<file path="src/rtl/bdq_pkg.sv">
// ----------------------------------------------------------------------------
// Bounded deque package
// Shared constants, command codes and controller/datapath link types.
// ----------------------------------------------------------------------------
package bdq_pkg;

   localparam int CAPACITY_DEF  = 16;
   localparam int ITEM_BITS_DEF = 32;

   localparam int CMD_W   = 3;
   localparam int VALUE_W = 32;
   localparam int COUNT_W = 5;

   typedef enum logic [CMD_W-1:0] {
      CMD_PUSH_FRONT = 3'd0,
      CMD_PUSH_BACK  = 3'd1,
      CMD_POP_FRONT  = 3'd2,
      CMD_POP_BACK   = 3'd3,
      CMD_CONTAINS   = 3'd4,
      CMD_FLUSH      = 3'd5
   } cmd_type;

   typedef struct packed {
      logic req_ready;
      logic load_req;
      logic push_front;
      logic push_back;
      logic pop_front;
      logic pop_back;
      logic flush;
      logic scan_start;
      logic scan_step;
      logic take_data;
      logic res_pass;
      logic res_fail;
      logic load_out;
   } ctl_type;

   typedef struct packed {
      cmd_type cmd;
      logic    full;
      logic    empty;
      logic    match;
      logic    scan_done;
      logic    out_free;
   } sts_type;

endpackage

</file>
<file path="src/rtl/bdq_req_if.sv">
// ----------------------------------------------------------------------------
// Bounded deque request channel
// Valid/ready channel that carries one command word.
// ----------------------------------------------------------------------------
interface bdq_req_if;
   logic                         valid;
   logic                         ready;
   logic [bdq_pkg::CMD_W-1:0]    command;
   logic [bdq_pkg::VALUE_W-1:0]  item_value;

   modport source (output valid, output command, output item_value, input ready);
   modport sink   (input valid, input command, input item_value, output ready);
endinterface

</file>
<file path="src/rtl/bdq_rsp_if.sv">
// ----------------------------------------------------------------------------
// Bounded deque response channel
// Valid/ready channel that carries one result word.
// ----------------------------------------------------------------------------
interface bdq_rsp_if;
   logic                         valid;
   logic                         ready;
   logic                         ok;
   logic [bdq_pkg::VALUE_W-1:0]  item_out;
   logic [bdq_pkg::COUNT_W-1:0]  count_out;
   logic                         empty_out;

   modport source (output valid, output ok, output item_out, output count_out,
                   output empty_out, input ready);
   modport sink   (input valid, input ok, input item_out, input count_out,
                   input empty_out, output ready);
endinterface

</file>
<file path="src/rtl/bdq_ram.sv">
// ----------------------------------------------------------------------------
// Generic RAM
// One write port and one read port with registered read data.
// ----------------------------------------------------------------------------
module bdq_ram #(
   parameter int WIDTH = 32,
   parameter int DEPTH = 16
) (
   input  logic                     clock,
   input  logic                     wr_en,
   input  logic [$clog2(DEPTH)-1:0] wr_addr,
   input  logic [WIDTH-1:0]         wr_data,
   input  logic                     rd_en,
   input  logic [$clog2(DEPTH)-1:0] rd_addr,
   output logic [WIDTH-1:0]         rd_data
);

   logic [WIDTH-1:0] mem [DEPTH];
   logic [WIDTH-1:0] rd_data_ff;

   always_ff @(posedge clock) begin
      if (wr_en) begin
         mem[wr_addr] <= wr_data;
      end
      if (rd_en) begin
         rd_data_ff <= mem[rd_addr];
      end
   end

   assign rd_data = rd_data_ff;

endmodule

</file>
<file path="src/rtl/bdq_ctrl.sv">
// ----------------------------------------------------------------------------
// Bounded deque controller
// Sequences each command through execute, read, scan and result hand-off.
// ----------------------------------------------------------------------------
module bdq_ctrl (
   input  logic             clock,
   input  logic             reset,
   input  logic             req_valid,
   input  bdq_pkg::sts_type sts,
   output bdq_pkg::ctl_type ctl
);

   typedef enum logic [4:0] {
      ST_IDLE = 5'b00001,
      ST_EXEC = 5'b00010,
      ST_READ = 5'b00100,
      ST_SCAN = 5'b01000,
      ST_DONE = 5'b10000
   } state_type;

   state_type state_ff;
   state_type state_in;

   always_comb begin
      ctl      = '0;
      state_in = state_ff;
      case (state_ff)
         ST_IDLE: begin
            ctl.req_ready = 1'b1;
            if (req_valid) begin
               ctl.load_req = 1'b1;
               state_in     = ST_EXEC;
            end
         end
         ST_EXEC: begin
            state_in = ST_DONE;
            case (sts.cmd)
               bdq_pkg::CMD_PUSH_FRONT: begin
                  ctl.push_front = !sts.full;
                  ctl.res_fail   = sts.full;
               end
               bdq_pkg::CMD_PUSH_BACK: begin
                  ctl.push_back = !sts.full;
                  ctl.res_fail  = sts.full;
               end
               bdq_pkg::CMD_POP_FRONT: begin
                  if (sts.empty) begin
                     ctl.res_fail = 1'b1;
                  end else begin
                     ctl.pop_front = 1'b1;
                     state_in      = ST_READ;
                  end
               end
               bdq_pkg::CMD_POP_BACK: begin
                  if (sts.empty) begin
                     ctl.res_fail = 1'b1;
                  end else begin
                     ctl.pop_back = 1'b1;
                     state_in     = ST_READ;
                  end
               end
               bdq_pkg::CMD_CONTAINS: begin
                  if (sts.empty) begin
                     ctl.res_fail = 1'b1;
                  end else begin
                     ctl.scan_start = 1'b1;
                     state_in       = ST_SCAN;
                  end
               end
               bdq_pkg::CMD_FLUSH: begin
                  ctl.flush = 1'b1;
               end
               default: begin
                  ctl.res_fail = 1'b1;
               end
            endcase
         end
         ST_READ: begin
            ctl.take_data = 1'b1;
            state_in      = ST_DONE;
         end
         ST_SCAN: begin
            if (sts.match) begin
               ctl.res_pass = 1'b1;
               state_in     = ST_DONE;
            end else if (sts.scan_done) begin
               ctl.res_fail = 1'b1;
               state_in     = ST_DONE;
            end else begin
               ctl.scan_step = 1'b1;
            end
         end
         ST_DONE: begin
            if (sts.out_free) begin
               ctl.load_out = 1'b1;
               state_in     = ST_IDLE;
            end
         end
         default: begin
            state_in = ST_IDLE;
         end
      endcase
   end

   always_ff @(posedge clock) begin
      if (reset) begin
         state_ff <= ST_IDLE;
      end else begin
         state_ff <= state_in;
      end
   end

endmodule

</file>
<file path="src/rtl/bdq_datapath.sv">
// ----------------------------------------------------------------------------
// Bounded deque datapath
// Ring pointers, item store, search compare and the result register.
// ----------------------------------------------------------------------------
module bdq_datapath #(
   parameter int CAPACITY  = bdq_pkg::CAPACITY_DEF,
   parameter int ITEM_BITS = bdq_pkg::ITEM_BITS_DEF
) (
   input  logic                         clock,
   input  logic                         reset,
   input  bdq_pkg::ctl_type             ctl,
   output bdq_pkg::sts_type             sts,
   input  logic [bdq_pkg::CMD_W-1:0]    req_command,
   input  logic [bdq_pkg::VALUE_W-1:0]  req_item_value,
   output logic                         rsp_valid,
   input  logic                         rsp_ready,
   output logic                         rsp_ok,
   output logic [bdq_pkg::VALUE_W-1:0]  rsp_item_out,
   output logic [bdq_pkg::COUNT_W-1:0]  rsp_count_out,
   output logic                         rsp_empty_out
);

   localparam int PTR_W   = $clog2(CAPACITY);
   localparam int CNT_W   = $clog2(CAPACITY + 1);
   localparam int STORE_W = (ITEM_BITS < bdq_pkg::VALUE_W) ? ITEM_BITS : bdq_pkg::VALUE_W;
   localparam logic [PTR_W:0]   CAP_WIDE = (PTR_W + 1)'(CAPACITY);
   localparam logic [PTR_W-1:0] PTR_LAST = PTR_W'(CAPACITY - 1);
   localparam logic [CNT_W-1:0] CNT_FULL = CNT_W'(CAPACITY);

   logic [bdq_pkg::CMD_W-1:0] cmd_ff;
   logic [STORE_W-1:0]        val_ff;
   logic [PTR_W-1:0]          head_ff, head_in;
   logic [CNT_W-1:0]          count_ff, count_in;
   logic [CNT_W-1:0]          scan_ff, scan_in;
   logic                      res_ok_ff, res_ok_in;
   logic [bdq_pkg::VALUE_W-1:0] res_item_ff, res_item_in;
   logic                      out_valid_ff, out_valid_in;
   logic                      out_ok_ff;
   logic [bdq_pkg::VALUE_W-1:0] out_item_ff;
   logic [bdq_pkg::COUNT_W-1:0] out_count_ff;
   logic                      out_empty_ff;

   logic                      wr_en, rd_en;
   logic [PTR_W-1:0]          wr_addr, rd_addr;
   logic [STORE_W-1:0]        rd_data;
   logic [PTR_W-1:0]          head_dec, head_inc;
   logic [PTR_W-1:0]          back_addr, tail_addr, scan_addr;
   logic [CNT_W-1:0]          count_dec;
   logic [bdq_pkg::VALUE_W+STORE_W-1:0]       data_wide;
   logic [bdq_pkg::COUNT_W+CNT_W-1:0]         count_wide;

   function automatic logic [PTR_W-1:0] ring_add(input logic [PTR_W-1:0] base,
                                                 input logic [CNT_W-1:0] off);
      logic [PTR_W:0] sum;
      sum = {1'b0, base} + {1'b0, off[PTR_W-1:0]};
      if (sum >= CAP_WIDE) begin
         sum = sum - CAP_WIDE;
      end
      return sum[PTR_W-1:0];
   endfunction

   assign head_dec   = (head_ff == '0) ? PTR_LAST : head_ff - PTR_W'(1);
   assign head_inc   = (head_ff == PTR_LAST) ? '0 : head_ff + PTR_W'(1);
   assign count_dec  = count_ff - CNT_W'(1);
   assign tail_addr  = ring_add(head_ff, count_ff);
   assign back_addr  = ring_add(head_ff, count_dec);
   assign scan_addr  = ring_add(head_ff, scan_ff);
   assign data_wide  = {{bdq_pkg::VALUE_W{1'b0}}, rd_data};
   assign count_wide = {{bdq_pkg::COUNT_W{1'b0}}, count_ff};

   assign wr_en   = ctl.push_front || ctl.push_back;
   assign wr_addr = ctl.push_front ? head_dec : tail_addr;
   assign rd_en   = ctl.pop_front || ctl.pop_back || ctl.scan_start || ctl.scan_step;

   always_comb begin
      rd_addr = head_ff;
      if (ctl.pop_back) begin
         rd_addr = back_addr;
      end else if (ctl.scan_step) begin
         rd_addr = scan_addr;
      end
   end

   bdq_ram #(
      .WIDTH(STORE_W),
      .DEPTH(CAPACITY)
   ) u_store (
      .clock  (clock),
      .wr_en  (wr_en),
      .wr_addr(wr_addr),
      .wr_data(val_ff),
      .rd_en  (rd_en),
      .rd_addr(rd_addr),
      .rd_data(rd_data)
   );

   always_comb begin
      head_in     = head_ff;
      count_in    = count_ff;
      scan_in     = scan_ff;
      res_ok_in   = res_ok_ff;
      res_item_in = res_item_ff;
      if (ctl.push_front) begin
         head_in = head_dec;
      end
      if (ctl.pop_front) begin
         head_in = head_inc;
      end
      if (ctl.push_front || ctl.push_back) begin
         count_in = count_ff + CNT_W'(1);
      end
      if (ctl.pop_front || ctl.pop_back) begin
         count_in = count_dec;
      end
      if (ctl.flush) begin
         head_in  = '0;
         count_in = '0;
      end
      if (ctl.scan_start) begin
         scan_in = CNT_W'(1);
      end
      if (ctl.scan_step) begin
         scan_in = scan_ff + CNT_W'(1);
      end
      if (ctl.push_front || ctl.push_back || ctl.pop_front || ctl.pop_back ||
          ctl.res_pass) begin
         res_ok_in   = 1'b1;
         res_item_in = '0;
      end
      if (ctl.res_fail || ctl.flush) begin
         res_ok_in   = 1'b0;
         res_item_in = '0;
      end
      if (ctl.take_data) begin
         res_item_in = data_wide[bdq_pkg::VALUE_W-1:0];
      end
   end

   always_comb begin
      out_valid_in = out_valid_ff;
      if (ctl.load_out) begin
         out_valid_in = 1'b1;
      end else if (rsp_ready) begin
         out_valid_in = 1'b0;
      end
   end

   always_ff @(posedge clock) begin
      if (reset) begin
         head_ff      <= '0;
         count_ff     <= '0;
         out_valid_ff <= 1'b0;
      end else begin
         head_ff      <= head_in;
         count_ff     <= count_in;
         out_valid_ff <= out_valid_in;
      end
   end

   always_ff @(posedge clock) begin
      if (ctl.load_req) begin
         cmd_ff <= req_command;
         val_ff <= req_item_value[STORE_W-1:0];
      end
      scan_ff     <= scan_in;
      res_ok_ff   <= res_ok_in;
      res_item_ff <= res_item_in;
      if (ctl.load_out) begin
         out_ok_ff    <= res_ok_ff;
         out_item_ff  <= res_item_ff;
         out_count_ff <= count_wide[bdq_pkg::COUNT_W-1:0];
         out_empty_ff <= (count_ff == '0);
      end
   end

   assign sts.cmd       = bdq_pkg::cmd_type'(cmd_ff);
   assign sts.full      = (count_ff == CNT_FULL);
   assign sts.empty     = (count_ff == '0);
   assign sts.match     = (rd_data == val_ff);
   assign sts.scan_done = (scan_ff == count_ff);
   assign sts.out_free  = !out_valid_ff || rsp_ready;

   assign rsp_valid     = out_valid_ff;
   assign rsp_ok        = out_ok_ff;
   assign rsp_item_out  = out_item_ff;
   assign rsp_count_out = out_count_ff;
   assign rsp_empty_out = out_empty_ff;

endmodule

</file>
<file path="src/rtl/bounded_deque_with_search_unit.sv">
// ----------------------------------------------------------------------------
// Bounded deque with search
// Double-ended queue in a ring store with push, pop, search and flush.
//
//   Channel   Direction  Word
//   req_bus   in         command, item_value
//   rsp_bus   out        ok, item_out, count_out, empty_out
//
// A push, a flush or a refused command passes through the execute state and then
// the done state, which loads its result into the output register; a pop also
// passes through a read state, for one store read with registered data.
// A search reads one stored entry per cycle in the scan state.
// One command is in progress at a time; a new word is accepted while the
// previous result waits in the output register, and a result that is not
// taken holds the next one in the done state.
// Reset clears the pointers and the count; the store itself is not cleared.
// ----------------------------------------------------------------------------
module bounded_deque_with_search_unit #(
   parameter int CAPACITY  = bdq_pkg::CAPACITY_DEF,
   parameter int ITEM_BITS = bdq_pkg::ITEM_BITS_DEF
) (
   input logic        clock,
   input logic        reset,
   bdq_req_if.sink    req_bus,
   bdq_rsp_if.source  rsp_bus
);

   bdq_pkg::ctl_type ctl;
   bdq_pkg::sts_type sts;

   bdq_ctrl u_ctrl (
      .clock    (clock),
      .reset    (reset),
      .req_valid(req_bus.valid),
      .sts      (sts),
      .ctl      (ctl)
   );

   bdq_datapath #(
      .CAPACITY (CAPACITY),
      .ITEM_BITS(ITEM_BITS)
   ) u_datapath (
      .clock         (clock),
      .reset         (reset),
      .ctl           (ctl),
      .sts           (sts),
      .req_command   (req_bus.command),
      .req_item_value(req_bus.item_value),
      .rsp_valid     (rsp_bus.valid),
      .rsp_ready     (rsp_bus.ready),
      .rsp_ok        (rsp_bus.ok),
      .rsp_item_out  (rsp_bus.item_out),
      .rsp_count_out (rsp_bus.count_out),
      .rsp_empty_out (rsp_bus.empty_out)
   );

   assign req_bus.ready = ctl.req_ready && !reset;

`ifndef SYNTHESIS
   a_one_update: assert property (@(posedge clock) disable iff (reset)
      $onehot0({ctl.push_front, ctl.push_back, ctl.pop_front, ctl.pop_back,
                ctl.flush, ctl.scan_start, ctl.scan_step}))
      else $error("More than one store update in a cycle.");

   a_pop_data: assert property (@(posedge clock) disable iff (reset)
      (ctl.pop_front || ctl.pop_back) |=> ctl.take_data)
      else $error("Pop read data was not captured.");

   a_busy_after_accept: assert property (@(posedge clock) disable iff (reset)
      ctl.load_req |=> !ctl.req_ready)
      else $error("A word was accepted while a command was in progress.");

   a_out_slot: assert property (@(posedge clock) disable iff (reset)
      ctl.load_out |-> (!rsp_bus.valid || rsp_bus.ready))
      else $error("A result overwrote one not yet taken.");
`endif

endmodule

</file>
<file path="src/flat_wrapper.sv">
// flat-port wrapper written by rule: the top's interface ports become plain ports
module bounded_deque_with_search_unit_flat 
#(
   parameter int CAPACITY  = bdq_pkg::CAPACITY_DEF,
   parameter int ITEM_BITS = bdq_pkg::ITEM_BITS_DEF
)
  (clock, reset, req_bus_valid, req_bus_command, req_bus_item_value, req_bus_ready, rsp_bus_valid, rsp_bus_ok, rsp_bus_item_out, rsp_bus_count_out, rsp_bus_empty_out, rsp_bus_ready);
  bdq_req_if req_bus_i ();
  bdq_rsp_if rsp_bus_i ();
  input logic clock;
  input logic reset;
  input wire logic [$bits(req_bus_i.valid)-1:0] req_bus_valid;
  input wire logic [$bits(req_bus_i.command)-1:0] req_bus_command;
  input wire logic [$bits(req_bus_i.item_value)-1:0] req_bus_item_value;
  output wire logic [$bits(req_bus_i.ready)-1:0] req_bus_ready;
  output wire logic [$bits(rsp_bus_i.valid)-1:0] rsp_bus_valid;
  output wire logic [$bits(rsp_bus_i.ok)-1:0] rsp_bus_ok;
  output wire logic [$bits(rsp_bus_i.item_out)-1:0] rsp_bus_item_out;
  output wire logic [$bits(rsp_bus_i.count_out)-1:0] rsp_bus_count_out;
  output wire logic [$bits(rsp_bus_i.empty_out)-1:0] rsp_bus_empty_out;
  input wire logic [$bits(rsp_bus_i.ready)-1:0] rsp_bus_ready;
  assign req_bus_i.valid = req_bus_valid;
  assign req_bus_i.command = req_bus_command;
  assign req_bus_i.item_value = req_bus_item_value;
  assign req_bus_ready = req_bus_i.ready;
  assign rsp_bus_valid = rsp_bus_i.valid;
  assign rsp_bus_ok = rsp_bus_i.ok;
  assign rsp_bus_item_out = rsp_bus_i.item_out;
  assign rsp_bus_count_out = rsp_bus_i.count_out;
  assign rsp_bus_empty_out = rsp_bus_i.empty_out;
  assign rsp_bus_i.ready = rsp_bus_ready;
  bounded_deque_with_search_unit #(.CAPACITY(CAPACITY), .ITEM_BITS(ITEM_BITS)) u_core (.clock(clock), .reset(reset), .req_bus(req_bus_i), .rsp_bus(rsp_bus_i));
endmodule
</file>
<file path="config.mk">
export PLATFORM = sky130hd
export DESIGN_NAME = bounded_deque_with_search_unit_flat
export DESIGN_NICKNAME = d
export VERILOG_FILES = /design/src/rtl/bdq_pkg.sv /design/src/rtl/bdq_req_if.sv /design/src/rtl/bdq_rsp_if.sv /design/src/rtl/bdq_ram.sv /design/src/rtl/bdq_ctrl.sv /design/src/rtl/bdq_datapath.sv /design/src/rtl/bounded_deque_with_search_unit.sv /design/src/flat_wrapper.sv
export SDC_FILE = /design/constraint.sdc
export NUM_CORES = 1
export LEC_CHECK = 0
export ABC_AREA = 1
export BUFFER_PORTS_ARGS = -buffer_cell sky130_fd_sc_hd__buf_2
export CORE_UTILIZATION = 30
export CTS_BUF_LIST = sky130_fd_sc_hd__clkbuf_8
export CTS_CLUSTER_SIZE = 24
export DETAILED_ROUTE_END_ITERATION = 6
export GPL_TIMING_DRIVEN = 1
export SYNTH_ARGS = -nofsm -noshare
export SYNTH_HDL_FRONTEND = slang
export SYNTH_SLANG_ARGS = --single-unit
</file>
<file path="constraint.sdc">
create_clock -name clock -period 6.57 [get_ports clock]
set_input_delay 0 -clock clock [delete_from_list [all_inputs] [get_ports clock]]
set_output_delay 0 -clock clock [all_outputs]
set_load 0.01 [all_outputs]
</file>
After elaboration in Yosys (flattened, before gate mapping)
Memory sizes are Yosys's and may differ from the RTL's. A register that Yosys moved wholly into a read port is not among the register bits.
Index checks and enable logic that the tools add are counted.
Widths: inputs -> output; s select.
{"block": "classes", "addsub": 11, "magnitude_cmp": 3, "eq_ne": 17, "n_mux": 52, "reduce_logical": 26}
{"operator": "$mux 32", "count": 3}
{"operator": "$mux 5", "count": 10}
{"operator": "$mux 4", "count": 10}
{"operator": "$eq 32x32->1", "count": 1}
{"operator": "$pmux 5 s5", "count": 1}
{"operator": "$mux 1", "count": 23}
{"operator": "$sub 4x1->4 const B", "count": 4}
{"operator": "$add 4x4->5", "count": 3}
{"operator": "$ge 5x5->1 const B", "count": 3}
{"operator": "$add 5x1->5 const B", "count": 2}
{"operator": "$eq 5x5->1 const B", "count": 2}
{"operator": "$pmux 5 s2", "count": 1}
{"operator": "$logic_or 1x1->1", "count": 9}
{"operator": "$reduce_bool 2->1", "count": 4}
{"operator": "$eq 3x2->1 const B", "count": 2}
{"operator": "$eq 3x3->1 const B", "count": 2}
{"operator": "$mux 6", "count": 1}
{"operator": "$reduce_or 2->1", "count": 3}
{"operator": "$eq 5x1->1 const B", "count": 1}
{"operator": "$eq 5x2->1 const B", "count": 1}
{"operator": "$eq 5x3->1 const B", "count": 1}
{"operator": "$eq 5x4->1 const B", "count": 1}
{"operator": "$eq 5x5->1", "count": 1}
{"operator": "$logic_not 5->1", "count": 1}
{"operator": "17 further kinds", "count": 19}
{"block": "totals", "ff_bits": 127, "mem_bits_rw": 512, "in_bits": 39, "out_inout_bits": 41, "word_cells": 123, "mem_count": 1}
{"memory": "u_core.u_datapath.u_store.mem", "words": 16, "width": 32, "read_ports": 1, "rd_ports_with_merged_regs": 1, "write_ports": 1, "line": "bdq_ram.sv:18", "text": "logic [WIDTH-1:0] mem [DEPTH];"}

Depth between registers and ports, before layout
Gate-level depths: netlist of the first run.
{"block": "logic_depth", "word_depth": 11, "mapped_depth": 19, "ltp_nobuf": 17}

Modules after synthesis
From an unflattened synthesis of the first run, not the netlist that was laid out.
{"block": "hier_totals", "cells_unflattened": 2749, "area_unflattened_um2": 29095.4}
{"mod": "bdq_ram", "instances": 1, "cells_per_inst": 2120, "area_per_inst_um2": 23064.6, "seq_area_each_um2": 16335.7}
{"mod": "bdq_datapath", "instances": 1, "cells_per_inst": 549, "area_per_inst_um2": 5547.8, "seq_area_each_um2": 3553.4}
{"mod": "bdq_ctrl", "instances": 1, "cells_per_inst": 78, "area_per_inst_um2": 473.0, "seq_area_each_um2": 100.1}
{"mod": "bounded_deque_with_search_unit", "instances": 1, "cells_per_inst": 2, "area_per_inst_um2": 10.0, "seq_area_each_um2": 0.0}

Worst setup path after synthesis of the first run
OpenSTA, ideal clock, no wires.
{"block": "synth_path", "kind": "register -> register", "start": "register u_core.u_datapath.count_ff[0]", "end": "memory u_core.u_datapath.u_store.mem[11][0] (enable)", "setup_time_ps": 421, "t_arrival_ps": 3332, "required_ps": 6149, "slack_ps": 2817, "stages_incl_launch_ff": 14, "path_buffers": 0, "synth_period_minus_slack_ps": 3753, "path_cell_list": "dfxtp_1 -> inv_1 -> ha_1 -> nand3_1 -> nand2_1 -> nor3_2 -> inv_1 -> nor2_2 -> inv_1 -> nand2_1 -> nand2_1 -> nor2_1 -> nand2_1 -> nor2_1"}
{"block": "synth_between", "elab_chain_len": 7, "elab_cells_between_ends": 13, "cone_classes": "add/sub (2); order compare (1); eq/ne (1); mux (7); reduce/logical (2)"}
{"element": "start, declared", "line": "bdq_datapath.sv:33", "text": "logic [CNT_W-1:0] count_ff, count_in;"}
{"element": "start signal, assigned", "line": "bdq_datapath.sv:155", "text": "count_ff <= count_in;"}
{"element": "branches (longest 7 deep; another with $add 4x4->5)"}
{"element": "end, declared", "line": "bdq_ram.sv:18"}
Several ways; the timed one is not identified.

Worst setup path in the final report of the first run
{"block": "layout_path", "start": "register u_core.u_datapath.count_ff[0]", "end": "memory u_core.u_datapath.u_store.mem[13][23] (enable)"}
The elaborated chain is that of the path after synthesis.

==> impl_metrics.tcl, run 1 <==
set metrics [dict create \
    nets 2953 \
    pin_count 80 \
    timing.rr.start "u_core.u_datapath.count_ff[0]" \
    fmax_mhz 230.8 \
    hold_violations 0 \
    core_um2 96710 \
    syn2layout_area_growth_pct 15.27 \
    gr-total-overflow 0 \
    p_leak_nw 14.00 \
    max-cap-violations 0 \
    tightest_slew_ps 1194 \
    power.density_nw_per_um2 249.6 \
    ys_seq_area_share_pct 68.14 \
    slew_headroom_pct 20.23 \
    grt_setup_unrepaired "no" \
    grt_pass1_vias 19010 \
    ir_drop_uv 126.1 \
    final_layout_size_suffix_gt1_share_pct 10.38 \
    antenna_found_initial 11 \
    netlist_area_um2 29340 \
    stdcell_area_um2 33820 \
    dr_total_vias 19500 \
    clockBufferDepth 3 \
    hold_start "req_bus_item_value[11]" \
    skew_ps 38.69 \
    globalplace.congestion 0.8295 \
    dr.pass1.iters 7 \
    clk_latency_ps 730 \
    hpwl_mm 42.05 \
    cts_tree "yes" \
    ys_ff_latch 671 \
    fin_util_pct 34.97 \
    grt_pass1_wl_mm 116.4 \
    via_per_inst 4.585 \
    setup_viol 0 \
    syn_nets 2786 \
    cp.required_ps 6920 \
    crit_path_start "u_core.u_datapath.count_ff[0]" \
    finalMaxSlewViolations 0 \
    violations "DRC" \
    die_area_um2 99050 \
    start_kind "register" \
    num_rows 114 \
    period_minus_slack_ps 4334 \
    grt.total_usage_pct 15.64 \
    cts_buffers 107 \
    fin_setup_tns_ps 0 \
    synthDistinctLibCells 45 \
    remaining_drc_errors 1 \
    post-cts-setup-buffers 0 \
    cts.hold.buffers_added 64 \
    outcome "finished, violations left" \
    yosys_warnings 0 \
    ctsResizeCount 0 \
    worstSetupEndpointType "register" \
    die_width_um 314.7 \
    wirelength_mm 76.78 \
    cp.arrival_ps 4690 \
    hold_class "input pin to register" \
    path_clk_slew_ps 60 \
    place_area_um2 31210 \
    h-tree-depth 3 \
    final_cell_mix "edfxtp_1, nand3_1, inv_1" \
    avgSynthCellArea_um2 10.75 \
    syn_inst 2728 \
    cts_sinks 671 \
    critPathKind "register to register" \
    cp_max_fo 17 \
    drtAntennaViolNets 0 \
    wl_per_cell_um 18.05 \
    finalCritPeriodShare_pct 65.96 \
    root_buffer "clkbuf_8" \
    die_y_um 314.7 \
    port_buffers 79 \
    grt_max_degree 129 \
    start_util_pct 30.34 \
    holdWs_ps 44.86 \
    final_common_cell "edfxtp_1" \
    drtIter0Drc 1762 \
]
[sequential cells by signal (all words and copies together) (netlist names)]
signal	cells
u_core.u_datapath.u_store.rd_data	32
u_core.u_ctrl.state_ff	5
u_core.u_datapath.u_store.mem	512
u_core.u_datapath.rsp_valid	1
u_core.u_datapath.res_ok_ff	1
u_core.u_datapath.count_ff	5
u_core.u_datapath.scan_ff	5
u_core.u_datapath.rsp_ok	1
u_core.u_datapath.rsp_count_out	5
u_core.u_datapath.val_ff	32
u_core.u_datapath.cmd_ff	3
u_core.u_datapath.rsp_empty_out	1
u_core.u_datapath.head_ff	4
u_core.u_datapath.res_item_ff	32
u_core.u_datapath.rsp_item_out	32
[cell families after synthesis]
family / count (synthesis) / synth area share [%]
buffers and inverters: 727 / 9.988
AOI/OAI and AO/OA: 41 / 0.8871
adders and majority gates: 19 / 0.8871
and+or+nand+nor: 1232 / 18.97
xor gates and xnor gates: 38 / 1.134
DFF: 671 / 68.14
[report_power, final]
part	total, mW	switching, mW	internal, mW
registers	4.89	0.0953	4.79
logic	0.223	0.138	0.0841
clock network	3.33	1.65	1.68
[routing by layer]
| metal | vias to the layer above | part of all wire, % | GRT usage, % |
|---|---|---|---|
| met3 | 154 | 7.5 | 3.197 |
| met4 | 18 | 3.0 | 6.443 |
| li1 | 9301 | - | - |
| met5 | - | 0.20 | 0 |
| met2 | 729 | 48 | 25.75 |
| met1 | 9302 | 41 | 20.02 |
[cell type report]
cell class              instances  area (µm²)
well taps                    1276        1597
inverters                     601        2256
clock buffers                 111        1528
diodes                          2       5.005
repair buffers                184        1394
multi-input cells            1330        6620
flip-flops and latches        671       19990
fillers                      9575       62890
clock inverters                79       429.2
[synth_stat cells, drive strengths merged]
master	n	share of area, %
o21ai	14	0.24
xor2	10	0.30
o211ai	2	0.051
clkbuf	20	0.26
inv	601	7.7
xnor2	28	0.84
o22ai	1	0.043
o21bai	1	0.026
o2111ai	1	0.030
ha	16	0.68
fa	3	0.20
a211oi	1	0.026
o21a	1	0.026
nand3b	1	0.026
nor3	7	0.15
a21boi	1	0.038
o41ai	1	0.030
nand3	637	11
a21oi	11	0.19
a311oi	2	0.060
edfxtp	655	67
buf	106	2.0
a31oi	2	0.043
nand2	493	6.4
a32oi	1	0.030
nand4	5	0.16
nor2	85	1.2
or2	4	0.085
dfxtp	16	1.1
a221oi	2	0.060
[through the flow]
stage	setup slack, ps	cells	total power [mW]
after global routing	1901	4254	8.745
after detailed placement	2180	3998	5.175
after floorplan	2817	2728	5.051
final	2236	4254	8.440
after CTS	2173	4252	8.547
after global placement	2233	3998	5.171
[critical path, cell delays in order, from the launching register on]
cell     delay [ps]
dfxtp_1         500
inv_1           150
ha_1            250
nand3_1          90
nand2_1          80
nor3_2          380
inv_1           190
nor2_2          280
nand2_1          80
o21ai_0         140
nand3_1         400
nor2_4          890
buf_4           520
[worst paths after layout]
path / cells after the start / slack (ps) / end
max: 12 / 2240 / u_core.u_datapath.u_store.mem[13][23]
min reg2reg: 0 / 420 / u_core.u_datapath.rsp_item_out[1]
min: 2 / 40 / u_core.u_datapath.val_ff[11]
max reg2reg: 12 / 2240 / u_core.u_datapath.u_store.mem[13][23]
Power figures use the tool's default switching activity.
==> run 2: changes to the inputs <==
Clock period 6.57 ns to 4.5 ns, I/O delays scaled along.
==> run 2 against run 1 <==
Against the previous run: the flow now finishes without violations; fmax up 12%; setup slack worse by 1600 ps; worst hold slack got worse by 3.6 ps; sequential power rose by 45%; cell area increased by 0.93%; clock-buffer cell count down 5; core utilization increased by 0.32 points; critical path type unchanged; largest cell class unchanged; largest power group unchanged.
==> impl_metrics.tcl, run 2 (synthesis results as in run 1) <==
set metrics [dict create \
    outcome "completed" \
    final_layout_size_suffix_gt1_share_pct 11.46 \
    power.density_nw_per_um2 359.4 \
    clk_latency_ps 720 \
    remaining_drc_errors 0 \
    r2r_setup_slack_ps 620 \
    dr.pass1.iters 5 \
    finalMaxSlewViolations 0 \
    die_area_um2 99050 \
    drtIter0Drc 1629 \
    ir_drop_uv 193.3 \
    die_y_um 314.7 \
    power_frac_clock_pct 38.8 \
    tightest_slew_ps 987.0 \
    syn2layout_area_growth_pct 16.34 \
    hold_violations 0 \
    final_common_cell "edfxtp_1" \
    hold_class "input pin to register" \
    stdcell_area_um2 34130 \
    timing.rr.start "u_core.u_datapath.count_ff[1]" \
    post-cts-setup-buffers 0 \
    core_um2 96710 \
    final_cell_mix "edfxtp_1, nand3_1, inv_1" \
    max-cap-violations 0 \
    fin_util_pct 35.29 \
    wirelength_mm 77.17 \
    globalplace.congestion 0.8380 \
    dr_total_vias 19580 \
    start_util_pct 30.34 \
    die_width_um 314.7 \
    worstSetupEndpointType "register" \
    period_minus_slack_ps 3884 \
    path_clk_slew_ps 60 \
    grt_pass1_vias 19100 \
    top_register "u_core.u_datapath.u_store.mem" \
    antenna_found_initial 7 \
    slew_headroom_pct 33.95 \
    p_int_mw 9.548 \
    cts_buffers 102 \
    p_leak_nw 14.17 \
    skew_ps 24.71 \
    setup_viol 0 \
    fmax_mhz 257.5 \
    finalCritPeriodShare_pct 86.31 \
    r2r-end "u_core.u_datapath.u_store.mem[1][29]" \
    fin_setup_tns_ps 0 \
    worstHoldEndpoint "u_core.u_datapath.val_ff[15]" \
    grt_pass1_wl_mm 117.1 \
    place_area_um2 31620 \
    root_buffer "clkbuf_8" \
    total_power_mw 12.27 \
    cts_tree "yes" \
    holdWs_ps 41.27 \
    pwr-share-comb_pct 3.6 \
    largest_reg_flops 512 \
    num_rows 114 \
    pwr-share-seq_pct 57.6 \
    switching_share_pct 22.16 \
    via_per_inst 4.575 \
    grt_setup_unrepaired "no" \
    start_kind "register" \
    hpwl_mm 43.61 \
    h-tree-depth 3 \
    nets 2982 \
    critPathKind "register to register" \
    hold_start "req_bus_item_value[15]" \
    cts_sinks 671 \
    grt.total_usage_pct 15.64 \
    cp_max_fo 16 \
    final.fill_count 9620 \
    ctsResizeCount 0 \
    cp.arrival_ps 4280 \
    switchingPower_mw 2.718 \
    pin_count 80 \
    port_buffers 79 \
    cp.required_ps 4890 \
    gr-total-overflow 0 \
    drtAntennaViolNets 0 \
    reg2reg_depth 13 \
    clockBufferDepth 3 \
    grt_max_degree 95 \
    wl_per_cell_um 18.03 \
    min_path_cells 2 \
]
-- run 2: cell count changes in the layout (fill, tap and decap cells not counted), moves of 2 or more --
cell	delta
buf_4	+25
buf_12	+11
clkinv_2	+6
clkbuf_8	-5
clkinv_1	-4
inv_1	-3
dlygate4sd3_1	-2
-- run 2: layout make-up --
class / count / area, µm² / share of cell area, %
clock inverters: 76 / 426.7 / 1.250
well taps: 1276 / 1597 / 4.678
clock buffers: 106 / 1459 / 4.274
diodes: 1 / 2.502 / 0.007332
inverters: 601 / 2256 / 6.609
multi-input cells: 1330 / 6620 / 19.40
repair buffers: 218 / 1782 / 5.220
flip-flops and latches: 671 / 19990 / 58.57
-- run 2: worst max-delay path, cell delays in order, from the launching register on --
cell and delay, ps:
dfxtp_1 500, inv_1 210, ha_1 260, nand3_1 90
nand2_1 70, nor3_2 100, buf_4 180, inv_1 100
nor2_2 270, nand2_1 80, o21ai_0 140, nand3_1 390
nor2_4 720, buf_4 380
-- run 2: worst max path at each step --
| stage | start | slack (ps) | cells after the start | to |
|---|---|---|---|---|
| 2_1_floorplan | u_core.u_datapath.count_ff[0] | 750 | 13 | u_core.u_datapath.u_store.mem[11][0] |
| 5_1_grt | u_core.u_datapath.count_ff[1] | 350 | 13 | u_core.u_datapath.u_store.mem[1][29] |
| 6_report | u_core.u_datapath.count_ff[1] | 620 | 13 | u_core.u_datapath.u_store.mem[1][29] |
| 3_5_place_dp | u_core.u_datapath.count_ff[0] | 610 | 13 | u_core.u_datapath.u_store.mem[1][25] |
| 3_3_place_gp | u_core.u_datapath.count_ff[1] | 590 | 13 | u_core.u_datapath.u_store.mem[1][25] |
| 4_1_cts | u_core.u_datapath.count_ff[0] | 580 | 13 | u_core.u_datapath.u_store.mem[1][29] |
-- run 2: through the flow --
| step | worst slack [ps] | instances |
|---|---|---|
| floorplan | 747.0 | 2728 |
| global placement | 587.4 | 4034 |
| detailed placement | 611.3 | 4034 |
| CTS | 579.7 | 4278 |
| global route | 348.6 | 4279 |
| finish | 616.2 | 4279 |
-- run 2: layer usage --
layer	vias up	wire (µm)	global-route usage [%]
met5	-	14	0
li1	9332	-	-
met4	2	2294	6.057
met1	9417	32870	20.36
met3	149	5222	2.638
met2	675	36760	25.95
-- run 2: power by group through the flow --
stage	Clock [mW]	Combinational (mW)	Sequential, mW
2_1_floorplan	0	0.155	7.22
3_3_place_gp	0	0.403	7.19
3_5_place_dp	0	0.407	7.20
4_1_cts	4.87	0.449	7.07
5_1_grt	5.12	0.488	7.07
6_report	4.76	0.441	7.07
-- run 2: repair_timing --
action                     in CTS  in global routing
hold endpoints to repair       62                  0
hold buffers                   62                  0
setup endpoints to repair       0                  0
